### src/hw/rtl/pst_pkg.sv
`timescale 1ns / 1ps
// ----------------------------------------------------------------------------
// Process scheduler tick: shared package
// Types, codes and helpers used by the scheduler cells and the top level.
// ----------------------------------------------------------------------------
package pst_pkg;

    localparam int MAX_PROCS   = 32;
    localparam int MAX_ARRIVAL = 1000;
    localparam int SLOT_W      = $clog2(MAX_PROCS);
    localparam int CNT_W       = $clog2(MAX_PROCS + 1);
    localparam int DIV_STEPS   = 16;
    localparam int P1_STEPS    = (MAX_PROCS > DIV_STEPS) ? MAX_PROCS : DIV_STEPS;
    localparam int STEP_W      = $clog2(P1_STEPS);

    localparam logic [1:0] ALG_FCFS = 2'd0;
    localparam logic [1:0] ALG_SJF  = 2'd1;
    localparam logic [1:0] ALG_PRIO = 2'd2;
    localparam logic [1:0] ALG_RR   = 2'd3;

    localparam logic [2:0] CFG_ALGORITHM    = 3'd0;
    localparam logic [2:0] CFG_PREEMPTIVE   = 3'd1;
    localparam logic [2:0] CFG_TIME_QUANTUM = 3'd2;
    localparam logic [2:0] CFG_AGING_PERIOD = 3'd3;

    localparam logic [1:0] LST_ACCEPTED = 2'd0;
    localparam logic [1:0] LST_FULL     = 2'd1;
    localparam logic [1:0] LST_DUP      = 2'd2;
    localparam logic [1:0] LST_INVALID  = 2'd3;

    localparam logic CMD_LOAD = 1'b0;
    localparam logic CMD_TICK = 1'b1;

    localparam logic [2:0] LOC_PENDING = 3'd0;
    localparam logic [2:0] LOC_READY   = 3'd1;
    localparam logic [2:0] LOC_WAITING = 3'd2;
    localparam logic [2:0] LOC_RUNNING = 3'd3;
    localparam logic [2:0] LOC_DONE    = 3'd4;

    localparam logic [3:0] OP_NONE     = 4'd0;
    localparam logic [3:0] OP_LOAD     = 4'd1;
    localparam logic [3:0] OP_P1_START = 4'd2;
    localparam logic [3:0] OP_P1_STEP  = 4'd3;
    localparam logic [3:0] OP_P1_APPLY = 4'd4;
    localparam logic [3:0] OP_P2_START = 4'd5;
    localparam logic [3:0] OP_P2_STEP  = 4'd6;
    localparam logic [3:0] OP_TAKE     = 4'd7;
    localparam logic [3:0] OP_UPDATE   = 4'd8;

    typedef struct packed {
        logic       command;
        logic [9:0] proc_id;
        logic [7:0] prio_value;
        logic [9:0] arrival_tick;
        logic [7:0] cpu_ticks;
        logic [7:0] io_ticks;
    } t_in;

    typedef struct packed {
        logic [1:0]  load_status;
        logic [15:0] tick_time;
        logic [9:0]  running_pid;
        logic        switched;
        logic [9:0]  done_pid;
        logic [15:0] done_waiting;
        logic [15:0] done_turnaround;
        logic [15:0] done_response;
        logic [5:0]  completed_count;
        logic [15:0] idle_ticks;
    } t_out;

    // Data that travels around the ring of cells, one hop per cycle.
    typedef struct packed {
        logic               arr;
        logic               fin;
        logic               rdy;
        logic [9:0]         pid;
        logic [SLOT_W-1:0]  slot;
        logic [SLOT_W-1:0]  wseq;
        logic [SLOT_W-1:0]  rseq;
        logic signed [15:0] key;
        logic [9:0]         arrival;
    } t_ring;

    typedef struct packed {
        logic [3:0]        op;
        logic [1:0]        alg;
        logic              ring_en;
        logic              div_en;
        logic [15:0]       time_now;
        logic [7:0]        per;
        logic [CNT_W-1:0]  loaded;
        logic [SLOT_W-1:0] wslot;
        t_in               rec;
        logic [SLOT_W-1:0] base_seq;
        logic [SLOT_W-1:0] wbase;
        logic [SLOT_W-1:0] take_slot;
        logic [SLOT_W-1:0] take_seq;
        logic              push;
        logic [SLOT_W-1:0] run_slot;
        logic              sw;
    } t_cell_ctl;

    typedef struct packed {
        logic              dup;
        logic              seq0;
        logic              best;
        logic              hit;
        logic [SLOT_W-1:0] rseq;
        logic [9:0]        pid;
        logic              done;
        logic              goes_wait;
        logic [15:0]       waiting;
        logic [15:0]       turn_new;
        logic [15:0]       resp_new;
        t_ring             ring;
    } t_cell_sts;

    function automatic logic [15:0] sat_inc16(input logic [15:0] v);
        return (v != 16'hFFFF) ? v + 16'd1 : v;
    endfunction

endpackage

### src/hw/rtl/pst_cell.sv
`timescale 1ns / 1ps
// ----------------------------------------------------------------------------
// Process scheduler cell
// Holds one process slot, compares itself against the ring of its neighbors
// and ages its priority with a small serial divider.
// ----------------------------------------------------------------------------
module pst_cell (
    input  logic                      i_clk,
    input  logic [pst_pkg::SLOT_W-1:0] i_idx,
    input  pst_pkg::t_cell_ctl        i_ctl,
    input  pst_pkg::t_ring            i_ring,
    output pst_pkg::t_ring            o_ring,
    output pst_pkg::t_cell_sts        o_sts
);
    import pst_pkg::*;

    logic [2:0]         r_loc;
    logic [9:0]         r_pid;
    logic signed [15:0] r_prio;
    logic [9:0]         r_arr;
    logic [7:0]         r_cpu;
    logic [7:0]         r_io;
    logic [15:0]        r_wait;
    logic [15:0]        r_turn;
    logic [15:0]        r_resp;
    logic               r_resp_ok;
    logic [SLOT_W-1:0]  r_rseq;
    logic [SLOT_W-1:0]  r_wseq;
    logic [SLOT_W-1:0]  r_rank;
    logic               r_beaten;
    logic               r_hit;
    logic [7:0]         r_rem;
    logic [15:0]        r_dq;
    t_ring              r_ring;

    logic               used, is_rdy, is_run, is_wait, is_pend, arrive, fin;
    logic signed [15:0] key;
    t_ring              own;
    logic [8:0]         t9;
    logic               ge;
    logic [7:0]         rem_n;
    logic signed [17:0] v18;
    logic signed [15:0] aged;
    logic               arr_less, fin_less, beat, hitn;
    logic [7:0]         cpu_new;
    logic [15:0]        resp_new;

    always_comb begin
        used    = CNT_W'(i_idx) < i_ctl.loaded;
        is_rdy  = used && (r_loc == LOC_READY);
        is_run  = used && (r_loc == LOC_RUNNING);
        is_wait = used && (r_loc == LOC_WAITING);
        is_pend = used && (r_loc == LOC_PENDING);
        arrive  = is_pend && (i_ctl.time_now == 16'(r_arr));
        fin     = is_wait && (r_io <= 8'd1);
        key     = (i_ctl.alg == ALG_SJF) ? $signed({8'd0, r_cpu}) : r_prio;

        own.arr     = arrive;
        own.fin     = fin;
        own.rdy     = is_rdy;
        own.pid     = r_pid;
        own.slot    = i_idx;
        own.wseq    = r_wseq;
        own.rseq    = r_rseq;
        own.key     = key;
        own.arrival = r_arr;

        // One restoring division step per cycle while div_en is set: age / aging period.
        t9    = {r_rem, r_dq[15]};
        ge    = t9 >= {1'b0, i_ctl.per};
        rem_n = ge ? 8'(t9 - {1'b0, i_ctl.per}) : t9[7:0];
        v18   = 18'(r_prio) - $signed({2'b00, r_dq});
        aged  = (v18 < -18'sd32768) ? -16'sd32768 : v18[15:0];

        arr_less = r_ring.arr && ((r_ring.pid < r_pid) ||
                   ((r_ring.pid == r_pid) && (r_ring.slot < i_idx)));
        fin_less = r_ring.fin && (r_ring.wseq < r_wseq);
        hitn     = r_ring.rdy && ((r_ring.key < key) ||
                   ((r_ring.key == key) && (r_ring.arrival < r_arr)));
        beat     = r_ring.rdy && ((r_ring.key < key) || ((r_ring.key == key) &&
                   ((r_ring.arrival < r_arr) ||
                    ((r_ring.arrival == r_arr) && (r_ring.rseq < r_rseq)))));

        cpu_new  = (r_cpu != 8'd0) ? r_cpu - 8'd1 : r_cpu;
        resp_new = (i_ctl.sw && !r_resp_ok) ? i_ctl.time_now - 16'(r_arr) : r_resp;
    end

    always_ff @(posedge i_clk) begin
        unique case (i_ctl.op)
            OP_LOAD: begin
                if (i_idx == i_ctl.wslot) begin
                    r_loc     <= LOC_PENDING;
                    r_pid     <= i_ctl.rec.proc_id;
                    r_prio    <= $signed({8'd0, i_ctl.rec.prio_value});
                    r_arr     <= i_ctl.rec.arrival_tick;
                    r_cpu     <= i_ctl.rec.cpu_ticks;
                    r_io      <= i_ctl.rec.io_ticks;
                    r_wait    <= '0;
                    r_turn    <= '0;
                    r_resp    <= '0;
                    r_resp_ok <= 1'b0;
                end
            end
            OP_P1_START: begin
                r_ring <= own;
                r_rank <= '0;
                r_dq   <= i_ctl.time_now - 16'(r_arr);
                r_rem  <= '0;
            end
            OP_P1_STEP: begin
                if (i_ctl.ring_en) begin
                    r_ring <= i_ring;
                    if ((arrive && arr_less) || (is_wait && fin_less)) begin
                        r_rank <= r_rank + 1'b1;
                    end
                end
                if (i_ctl.div_en) begin
                    r_rem <= rem_n;
                    r_dq  <= {r_dq[14:0], ge};
                end
            end
            OP_P1_APPLY: begin
                if (arrive) begin
                    r_loc  <= LOC_READY;
                    r_rseq <= i_ctl.base_seq + r_rank;
                end else if (is_rdy && (i_ctl.alg == ALG_PRIO) && (r_prio != 16'sd1)) begin
                    r_prio <= aged;
                end
            end
            OP_P2_START: begin
                r_ring   <= own;
                r_beaten <= 1'b0;
                r_hit    <= 1'b0;
            end
            OP_P2_STEP: begin
                r_ring <= i_ring;
                if (beat) begin
                    r_beaten <= 1'b1;
                end
                if (hitn) begin
                    r_hit <= 1'b1;
                end
            end
            OP_TAKE: begin
                if (used && (i_idx == i_ctl.take_slot)) begin
                    r_loc <= LOC_RUNNING;
                end else if (i_ctl.push && is_run && (i_idx == i_ctl.run_slot)) begin
                    r_loc  <= LOC_READY;
                    r_rseq <= i_ctl.base_seq;
                end else if (is_rdy && (r_rseq > i_ctl.take_seq)) begin
                    r_rseq <= r_rseq - 1'b1;
                end
            end
            OP_UPDATE: begin
                if (is_run) begin
                    r_resp <= resp_new;
                    if (i_ctl.sw) begin
                        r_resp_ok <= 1'b1;
                    end
                    r_cpu  <= cpu_new;
                    r_turn <= sat_inc16(r_turn);
                    if (cpu_new == 8'd0) begin
                        r_loc <= LOC_DONE;
                    end else if (r_io != 8'd0) begin
                        r_loc  <= LOC_WAITING;
                        r_wseq <= i_ctl.wbase;
                    end
                end else if (is_rdy) begin
                    r_wait <= sat_inc16(r_wait);
                    r_turn <= sat_inc16(r_turn);
                end else if (is_wait) begin
                    r_turn <= sat_inc16(r_turn);
                    if (r_io != 8'd0) begin
                        r_io <= r_io - 8'd1;
                    end
                    if (fin) begin
                        r_loc  <= LOC_READY;
                        r_rseq <= i_ctl.base_seq + r_rank;
                    end else begin
                        r_wseq <= r_wseq - r_rank;
                    end
                end
            end
            default: begin
            end
        endcase
    end

    always_comb begin
        o_ring          = r_ring;
        o_sts.dup       = used && (r_pid == i_ctl.rec.proc_id);
        o_sts.seq0      = is_rdy && (r_rseq == '0);
        o_sts.best      = is_rdy && !r_beaten;
        o_sts.hit       = is_run && r_hit;
        o_sts.rseq      = r_rseq;
        o_sts.pid       = r_pid;
        o_sts.done      = cpu_new == 8'd0;
        o_sts.goes_wait = (cpu_new != 8'd0) && (r_io != 8'd0);
        o_sts.waiting   = r_wait;
        o_sts.turn_new  = sat_inc16(r_turn);
        o_sts.resp_new  = resp_new;
        o_sts.ring      = r_ring;
    end

endmodule

### config.mk
export PLATFORM = sky130hd
export DESIGN_NAME = pst_cell
export DESIGN_NICKNAME = d
export VERILOG_FILES = /design/src/hw/rtl/pst_pkg.sv /design/src/hw/rtl/pst_cell.sv
export SDC_FILE = /design/constraint.sdc
export NUM_CORES = 1
export LEC_CHECK = 0
export ABC_AREA = 1
export ABC_CLOCK_PERIOD_IN_PS = 4800
export BUFFER_PORTS_ARGS = -buffer_cell sky130_fd_sc_hd__buf_2
export CAP_MARGIN = 10
export CELL_PAD_IN_SITES_DETAIL_PLACEMENT = 1
export CELL_PAD_IN_SITES_GLOBAL_PLACEMENT = 2
export CORE_MARGIN = 2
export CORE_UTILIZATION = 28
export DETAILED_ROUTE_END_ITERATION = 6
export PLACE_DENSITY = 0.87
export REMOVE_ABC_BUFFERS = 1
export SYNTH_ARGS = -nofsm -noshare
export SYNTH_HDL_FRONTEND = slang
export SYNTH_SLANG_ARGS = --single-unit
### constraint.sdc
create_clock -name i_clk -period 4.8 [get_ports i_clk]
set_clock_uncertainty 0.15 [all_clocks]
set_input_delay 0.48 -clock i_clk [delete_from_list [all_inputs] [get_ports i_clk]]
set_output_delay 0.48 -clock i_clk [all_outputs]
set_load 0.01 [all_outputs]
==> metrics.yaml, run 1 <==
htree_levels: 4
crit_path_max_fanout: 6
syn-instance-count: 1715
drtIter0Drc: 614
postRouteWirelength_um: 50000
grt_pass1_vias: 13300
pre_cts_slack_ns: 1.08
hold_viol_final: 0
seqCellArea_mm2: 0.00598
slew-limit-headroom_pct: 24.7
avgSynthCellArea_um2: 8.19
gp_congestion: 0.865
slowest_stage: "edfxtp_1"
async_flop_share_pct: 0
cp.buffers_inverters: 2
p_leak_nw: 7.99
p_sw_w: 0.00122
cts-resized-gates: 0
cp_cell_sequence: "ha_1 > fa_1 > o21ai_0 > nand2_1 > nand2_1 > nand2_1 > nand4_1 > nand3_1 > o21ai_0 > inv_1 > buf_2"
p_int_w: 0.00302
wl_per_cell_um: 18.4
rsz0062_at_grt: "no"
io_pins: 352
finalSetupTns_ns: 0
cts_tree: "done"
yosysWarnings: 0
status: "complete, no violations"
yosysSeqAreaShare_pct: 42.6
cts-root-buf: "clkbuf_16"
grt_antenna_before_repair: 20
synthFlopType: "edfxtp_1"
holdWs_ns: 0.0531
synth_common_cells: "nand2_1, inv_1, edfxtp_1"
grt-ovfl-total: 0
setup_viol_count_final: 0
drive_gt1_share_pct: 21.2
drcViolationCount: 0
finalCritPeriodShare_pct: 75.2
synth_area_leader_cell: "edfxtp_1"
synth-seq-cells: 199
cp.required_ns: 4.17
antenna_left: 0
period_minus_slack_ns: 3.61
critPathTopFamily: "adder cells"
synth_top_area_share_pct: 42.6
syn_area_mm2: 0.0140
seqPwrFrac_pct: 47.9
hold_path_depth: 1
tightest_slew_ns: 1.13
switching_share_pct: 28.8
fmax_mhz: 277
critical_path.max_stage_delay_ns: 0.44
timing.rr.start: "r_arr[7]"
nets: 2310
port_buffers: 350
startpoint: "r_arr[0]"
layout_setup_ws_ns: 1.19
yosys.cell_types.count: 46
cts_buffers: 17
synth_edf_count: 199
cpMostUsedCell: "nand2_1"
startpoint_type: "flip-flop"
num_rows: 82
grt_pass1_wl_um: 75900
combPwrFrac_pct: 16.7
endpoint_kind: "output port"
num-fill-cells: 6188
insertion_delay_ns: 0.50
grt_max_degree: 66
utilization_pct: 34.0
cts.sinks: 199
synth.area.top_cells: "edfxtp_1, nand2_1, ha_1, inv_1, o21ai_0"
via_count: 12700
die_h_um: 228
coreArea_mm2: 0.0499
hp-class: "in2reg"
dr.pass1.iters: 5
drv_slew: 0
start_util_pct: 28.2
dp_hpwl_um: 40500
clockBufferDepth: 2
die_w_um: 228
die_area_mm2: 0.0520
multi_input_area_mm2: 0.00660
vias_per_cell: 4.69
clockPowerShare_pct: 35.4
synth_most_common_cell: "nand2_1"
power.density_mw_per_mm2: 250
path_depth: 11
crit_type: "reg2out"
postCtsSetupRepairBufs: 0
maxCapViolCount: 0
ir_drop_mv: 0.206
grt.total_usage_pct: 19.2
arrival_ns: 2.98
r2r_cells: 14
min-delay-start: "i_ctl[65]"
path_clk_slew_ns: 0.07
area_growth_pct: 20.7
==> per-stage QoR <==
step | power (W) | area, um^2 | std cells
finish | 0.00424 | 16900 | 2713
floorplan | 0.00245 | 13500 | 1625
detailed placement | 0.00278 | 16200 | 2659
global placement | 0.00275 | 16200 | 2659
global route | 0.00443 | 16900 | 2713
CTS | 0.00430 | 16900 | 2706
==> worst reg2reg max path: stages, from the launching register on <==
cell and delay [ns]:
edfxtp_1 0.33, inv_1 0.13, ha_1 0.40, nand2_1 0.07
inv_1 0.07, nand3_1 0.10, nor2_1 0.10, nand2_1 0.08
nor2_1 0.19, nand2_1 0.19, nor2_1 0.13, nand2_1 0.12
nand2_1 0.08, nand2_1 0.05, a21oi_1 0.45
==> repair_timing <==
action,in CTS,in global routing
setup endpoints to repair,0,0
hold buffers,16,0
hold endpoints to repair,16,0
==> power by group through the flow <==
stage / sequential, W / combinational, W / clock (W)
after global routing: 0.00204 / 0.000803 / 0.00159
after detailed placement: 0.00207 / 0.000708 / 0
after CTS: 0.00203 / 0.000723 / 0.00155
final: 0.00203 / 0.000709 / 0.00150
after global placement: 0.00207 / 0.000683 / 0
after floorplan: 0.00209 / 0.000357 / 0
==> kinds of logic (layout without fill, tap and decap cells) <==
group	after synthesis	in the layout	synth area share (%)
simple gates	713	713	21.5
buf+inv	340	659	10.7
compound gates	283	283	10.7
flops	199	199	42.6
fa+ha+maj	113	113	10.3
xor+xnor	64	64	3.99
mux	3	3	0.214
other cells	0	7	0
==> flip-flops by register name (all words and copies together), names as in the netlist <==
register	flops
r_rank	5
r_rseq	5
r_loc	3
r_arr	10
r_rem	8
r_wseq	5
r_wait	16
r_io	8
r_beaten	1
r_prio	16
r_resp	16
r_hit	1
r_turn	16
r_dq	16
r_pid	10
r_cpu	8
o_ring	54
r_resp_ok	1
==> placed cells by master, fill, tap and decap left out, types with 20 or more instances in the layout <==
| master | count |
|---|---|
| nand2_1 | 380 |
| buf_2 | 350 |
| inv_1 | 245 |
| edfxtp_1 | 199 |
| nor2_1 | 154 |
| o21ai_0 | 138 |
| ha_1 | 108 |
| a21oi_1 | 95 |
| nand3_1 | 80 |
| xnor2_1 | 34 |
| xor2_1 | 30 |
| nor3_1 | 27 |
| nand4_1 | 20 |
==> final timing paths <==
kind / endpoint / slack, ns
setup / recovery: o_sts[68] / 1.19
hold / removal: r_pid[4] / 0.05
setup reg to reg: r_rank[1] / 1.81
hold reg to reg: r_dq[3] / 0.42
==> layer usage <==
metal / vias up / routed length, um / GRT usage, %
met2: 267 / 25100 / 34.0
met4: 24 / 855 / 5.15
met5: - / 163 / 0
met3: 61 / 2990 / 5.70
met1: 6092 / 20900 / 22.5
li1: 6283 / - / -
==> area by class of cell <==
class	count	share of cell area (%)
Multi-Input combinational cell	1176	38.9
Sequential cell	199	35.3
Timing Repair Buffer	378	11.9
Inverter	250	5.55
Tap cell	672	4.96
Clock buffer	19	2.55
Clock inverter	12	0.761
Antenna cell	7	0.103
Note: power is estimated with default switching activity, not from simulation.
==> run 2, diff against run 1 <==
--- a/config.mk
+++ b/config.mk
@@ -5,16 +5,16 @@
 export SDC_FILE = /design/constraint.sdc
 export NUM_CORES = 1
 export LEC_CHECK = 0
-export ABC_AREA = 1
-export ABC_CLOCK_PERIOD_IN_PS = 4800
+export ABC_AREA = 0
+export ABC_CLOCK_PERIOD_IN_PS = 3500
 export BUFFER_PORTS_ARGS = -buffer_cell sky130_fd_sc_hd__buf_2
 export CAP_MARGIN = 10
 export CELL_PAD_IN_SITES_DETAIL_PLACEMENT = 1
 export CELL_PAD_IN_SITES_GLOBAL_PLACEMENT = 2
 export CORE_MARGIN = 2
-export CORE_UTILIZATION = 28
+export CORE_UTILIZATION = 33
 export DETAILED_ROUTE_END_ITERATION = 6
-export PLACE_DENSITY = 0.87
+export PLACE_DENSITY = 0.92
 export REMOVE_ABC_BUFFERS = 1
 export SYNTH_ARGS = -nofsm -noshare
 export SYNTH_HDL_FRONTEND = slang
==> constraint.sdc (replaced) <==
create_clock -name i_clk -period 3.5 [get_ports i_clk]
set_clock_uncertainty 0.15 [all_clocks]
set_input_delay 0.35 -clock i_clk [delete_from_list [all_inputs] [get_ports i_clk]]
set_output_delay 0.35 -clock i_clk [all_outputs]
set_load 0.01 [all_outputs]
==> metrics.yaml, run 2 <==
status: "complete, no violations"
layout_commonest_cell: "buf_2"
die_h_um: 205
switching_share_pct: 26.5
syn_area_mm2: 0.0134
place_area_mm2: 0.0155
dp_hpwl_um: 35500
grt_pass1_wl_um: 68700
slew-limit-headroom_pct: 31.4
setup_viol_count_final: 0
nets: 2025
final_area_mm2: 0.0168
period_minus_slack_ns: 3.39
maxCapViolCount: 0
num_rows: 73
grt.total_usage_pct: 21.4
postRouteWirelength_um: 45300
antenna_left: 0
synth_most_common_cell: "edfxtp_1"
syn-instance-count: 1374
insertion_delay_ns: 0.46
cp_cell_sequence: "inv_2 > ha_1 > nor2b_1 > o21ai_1 > a21boi_1 > o21ai_2 > a31oi_4 > nor4_4 > xnor2_2 > a21oi_2 > buf_2"
crit_type: "reg2out"
holdWs_ns: 0.0279
rsz0062_at_grt: "yes"
clockPowerShare_pct: 35.7
cts-root-buf: "clkbuf_16"
critical_path.max_stage_delay_ns: 0.44
grt-ovfl-total: 0
drcViolationCount: 0
wl_per_cell_um: 19.9
synth_area_leader_cell: "edfxtp_1"
startpoint_type: "flip-flop"
yosys.cell_types.count: 66
cp.buffers_inverters: 2
fmax_mhz: 295
crit_path_max_fanout: 3
cts_tree: "done"
grt_antenna_before_repair: 10
grt_pass1_vias: 12200
cts_buffers: 17
combPwrFrac_pct: 15.6
synth-seq-cells: 199
hp-class: "in2reg"
grt_max_degree: 61
port_buffers: 350
yosysWarnings: 0
io_pins: 352
power.density_mw_per_mm2: 334
die_area_mm2: 0.0422
dr.pass1.iters: 5
async_flop_share_pct: 0
htree_levels: 4
area_growth_pct: 25.5
largest_reg_flops: 54
ir_drop_mv: 0.365
die_w_um: 205
synth_common_cells: "edfxtp_1, nand2_1, o21ai_0"
synth_top_area_share_pct: 44.7
seqPwrFrac_pct: 48.7
arrival_ns: 2.89
cts.sinks: 199
endpoint_kind: "output port"
final_cell_mix: "buf_2, edfxtp_1, nand2_1"
drv_slew: 0
synthFlopType: "edfxtp_1"
synth_edf_count: 199
cp.required_ns: 3.00
critPathTopFamily: "compound AO/OA/AOI/OAI gates"
p_leak_nw: 7.36
gp_congestion: 0.866
via_count: 11500
tightest_slew_ns: 1.02
p_int_w: 0.00413
path_clk_slew_ns: 0.07
vias_per_cell: 5.04
finalCritPeriodShare_pct: 97.0
yosysSeqAreaShare_pct: 44.7
drive_gt1_share_pct: 26.4
utilization_pct: 42.1
synth.area.top_cells: "edfxtp_1, ha_1, nand2_1, o21ai_0, xnor2_1"
coreArea_mm2: 0.0399
start_util_pct: 33.5
drtIter0Drc: 526
avgSynthCellArea_um2: 9.74
clockBufferDepth: 2
slowest_stage: "edfxtp_1"
p_sw_w: 0.00149
hold_viol_final: 0
run 2: changes by cell type in the layout (fill, tap and decap cells not counted), moves of 20 or more:
cell | previous run | this run
nand2_1 | 380 | 165
inv_1 | 245 | 105
nor2_1 | 154 | 83
nand3_1 | 80 | 35
dlygate4sd3_1 | 16 | 48
and2_1 | 1 | 28
buf_4 | 11 | 38
o21ai_0 | 138 | 112
a21oi_1 | 95 | 70
a21o_1 | 3 | 25
xnor2_1 | 34 | 56
o31ai_1 | 0 | 21
nor2b_1 | 0 | 20
run 2: logic make-up (layout without fill, tap and decap cells):
group | after synthesis | in the layout | share of synthesized area, %
simple gates | 447 | 447 | 16.3
buf+inv | 201 | 577 | 7.17
fa+ha+maj | 113 | 113 | 10.8
xor+xnor | 100 | 100 | 6.55
flops | 199 | 199 | 44.7
compound gates | 299 | 299 | 13.3
mux | 15 | 15 | 1.16
other cells | 0 | 5 | 0
run 2: routing by layer:
layer,wire length (um),track usage [%],part of all wire (%),up-vias
met4,960,5.99,2.1,8
li1,-,-,-,5562
met1,19000,25.7,42,5586
met3,2080,4.69,4.6,63
met2,23200,38.4,51,283
met5,54,0,0.12,-
run 2: worst paths after layout:
| kind | startpoint | cells after the start | slack (ns) | to |
|---|---|---|---|---|
| worst max register to register | r_prio[0] | 12 | 0.25 | r_prio[9] |
| worst min-delay path | i_ctl[54] | 3 | 0.03 | r_prio[1] |
| worst min register to register | r_dq[5] | 2 | 0.41 | r_dq[6] |
| worst max-delay path | r_arr[1] | 11 | 0.11 | o_sts[67] |
run 2: layout make-up:
class / count / area [um^2]
tap: 525 / 657
fill: 4624 / 23100
timing repair buffer: 439 / 2580
multi-input combinational: 974 / 6610
clock buffer: 20 / 437
antenna: 5 / 12.5
inverter: 106 / 398
clock inverter: 12 / 128
sequential: 199 / 5980
run 2: through the flow:
stage                     power, W  setup TNS, ns  instances  setup slack, ns
after global placement     0.00356              0       2187            0.241
after floorplan            0.00321         -57.62       1279           -0.621
after global routing       0.00584         -0.139       2279           -0.139
after CTS                  0.00566              0       2271         0.000760
after detailed placement   0.00360              0       2187            0.170
final                      0.00561              0       2280            0.105
run 2: repair_timing:
item,CTS,global route
hold buffers,48,0
resized for setup,9,23
buffers inserted,4,4
pin swaps,5,11
endpoints found under the setup margin,6,26
hold endpoints to repair,48,0
run 2: power groups by stage:
stage	Sequential [W]	Clock [W]	Combinational [W]
floorplan	0.00281	0	0.000392
global placement	0.00279	0	0.000773
detailed placement	0.00279	0	0.000805
CTS	0.00274	0.00206	0.000864
global route	0.00274	0.00212	0.000972
finish	0.00274	0.00200	0.000875
run 2: worst register-to-register path: stages, from the launching register on:
cell,delay [ns]
edfxtp_1,0.40
inv_1,0.11
ha_1,0.18
inv_1,0.06
fa_1,0.43
a211oi_2,0.24
o211ai_1,0.16
a221oi_2,0.30
o211ai_1,0.17
a21o_1,0.19
o21ai_1,0.20
o21ai_4,0.17
nor4_1,0.32
==> run 3, diff against run 2 <==
--- a/config.mk
+++ b/config.mk
@@ -11,6 +11,7 @@
 export CAP_MARGIN = 10
 export CELL_PAD_IN_SITES_DETAIL_PLACEMENT = 1
 export CELL_PAD_IN_SITES_GLOBAL_PLACEMENT = 2
+export CORE_ASPECT_RATIO = 0.5
 export CORE_MARGIN = 2
 export CORE_UTILIZATION = 33
 export DETAILED_ROUTE_END_ITERATION = 6
==> metrics.yaml, run 3 (same netlist as run 2, synthesis figures left out) <==
grt_pass1_vias: 12100
place_area_mm2: 0.0156
critical_path.max_stage_delay_ns: 0.43
slew-limit-headroom_pct: 31.6
timing.rr.end: "r_prio[4]"
vias_per_cell: 5.04
grt-busiest-layer: "met2"
num-fill-cells: 4721
largest_reg_flops: 54
grt_pass1_wl_um: 69300
die_w_um: 289
grt.total_usage_pct: 21.4
hp-class: "in2reg"
cts-root-buf: "clkbuf_16"
hold_viol_final: 0
r2r_cells: 12
startpoint_type: "flip-flop"
arrival_ns: 2.88
cp.buffers_inverters: 1
crit_type: "reg2out"
drcViolationCount: 0
grt-ovfl-total: 0
htree_levels: 4
tightest_slew_ns: 1.01
path_clk_slew_ns: 0.09
layout_commonest_cell: "buf_2"
clockBufferDepth: 2
die_area_mm2: 0.0423
rrSetupSlack_ns: 0.24
io_pins: 352
holdWs_ns: 0.0113
crit_path_max_fanout: 4
postRouteWirelength_um: 45100
wl_per_cell_um: 19.8
p_leak_nw: 7.30
globalRouteMet3Util_pct: 3.11
insertion_delay_ns: 0.47
cp_cell_sequence: "ha_2 > fa_1 > nor2b_1 > o21ai_1 > a21o_1 > a21oi_1 > nor2_2 > o211ai_1 > xor2_1 > a21oi_1 > buf_2"
hold_path_depth: 3
endpoint_kind: "output port"
nets: 2007
finalCritPeriodShare_pct: 96.7
final_cell_mix: "buf_2, edfxtp_1, nand2_1"
grt_antenna_before_repair: 8
via_count: 11500
ir_drop_mv: 0.333
min_delay_worst_endpoint: "r_cpu[0]"
gp_congestion: 0.941
coreArea_mm2: 0.0402
period_minus_slack_ns: 3.38
cts_tree: "done"
cp.required_ns: 3.00
cts_buffers: 17
rsz0062_at_grt: "yes"
setup_viol_count_final: 0
use_met2_pct: 38.2
fmax_mhz: 295
dp_hpwl_um: 35200
finalSetupTns_ns: 0
drive_gt1_share_pct: 27.2
status: "complete, no violations"
min-delay-start: "i_ctl[35]"
power.density_mw_per_mm2: 338
num_rows: 52
grt_max_degree: 54
grt_use_met1_pct: 26.7
slowest_stage: "edfxtp_1"
maxCapViolCount: 0
cts.sinks: 199
final_area_mm2: 0.0166
cpMostUsedCell: "a21oi_1"
die_h_um: 146
drv_slew: 0
port_buffers: 350
area_growth_pct: 24.1
start_util_pct: 33.3
dr.pass1.iters: 5
power_w: 0.00561
antenna_left: 0
drtIter0Drc: 626
timing.rr.start: "r_prio[0]"
critPathTopFamily: "compound AO/OA/AOI/OAI gates"
## run 3: layer usage
metal,routed length [um],vias to the layer above,share of wire (%)
li1,-,5529,-
met1,18900,5711,42
met2,23700,206,52
met3,1630,51,3.6
met4,924,0,2.0
met5,0,-,0
## run 3: how the worst max path moves through the flow
stage | start | depth (start not counted) | slack (ns) | endpoint
5_1_grt | r_arr[6] | 10 | -0.04 | o_sts[67]
3_5_place_dp | i_idx[1] | 9 | 0.12 | r_rseq[0]
3_3_place_gp | r_prio[0] | 12 | 0.25 | r_prio[9]
2_1_floorplan | i_ctl[112] | 5 | -0.62 | r_turn[0]
4_1_cts | r_arr[0] | 11 | -0.005 | o_sts[66]
6_report | r_arr[0] | 11 | 0.12 | o_sts[64]
## run 3: per-stage QoR
step	cells	worst slack, ns	utilization, %
2_1_floorplan	1279	-0.621	-
3_3_place_gp	2206	0.249	38.8
3_5_place_dp	2206	0.124	38.8
4_1_cts	2266	-0.00504	40.9
5_1_grt	2280	-0.0438	41.3
6_report	2282	0.116	41.3
## run 3: layout make-up
cell class              count  area (um^2)  area share [%]
diodes                     10         25.0           0.151
clock buffers              18          429            2.59
clock inverters            14          145           0.874
inverters                 106          398            2.40
multi-input cells         974         6580            39.7
flip-flops and latches    199         5980            36.0
well taps                 540          676            4.07
repair buffers            421         2370            14.3
## run 3: worst reg2reg max path, cell delays in order, from the launching register on
cell and delay (ns):
edfxtp_1 0.38, inv_1 0.09, ha_1 0.16, inv_1 0.06
fa_1 0.45, a211oi_2 0.27, o211ai_1 0.16, a221oi_2 0.34
o211ai_1 0.18, a21o_1 0.19, o21ai_1 0.20, o21ai_4 0.18
o31ai_1 0.29
## run 3: power by group
group	switching, W	total (W)	internal, W
clock network	0.00101	0.00202	0.00100
registers	0.0000519	0.00274	0.00269
logic	0.000488	0.000856	0.000368
## run 3: timing repair
action                     CTS  global route
buffers inserted             3             5
hold buffers                25             0
cloned                       0             0
setup endpoints to repair    7            24
hold endpoints to repair    25             0
pin swaps                    4             6
gates resized for setup      6            18
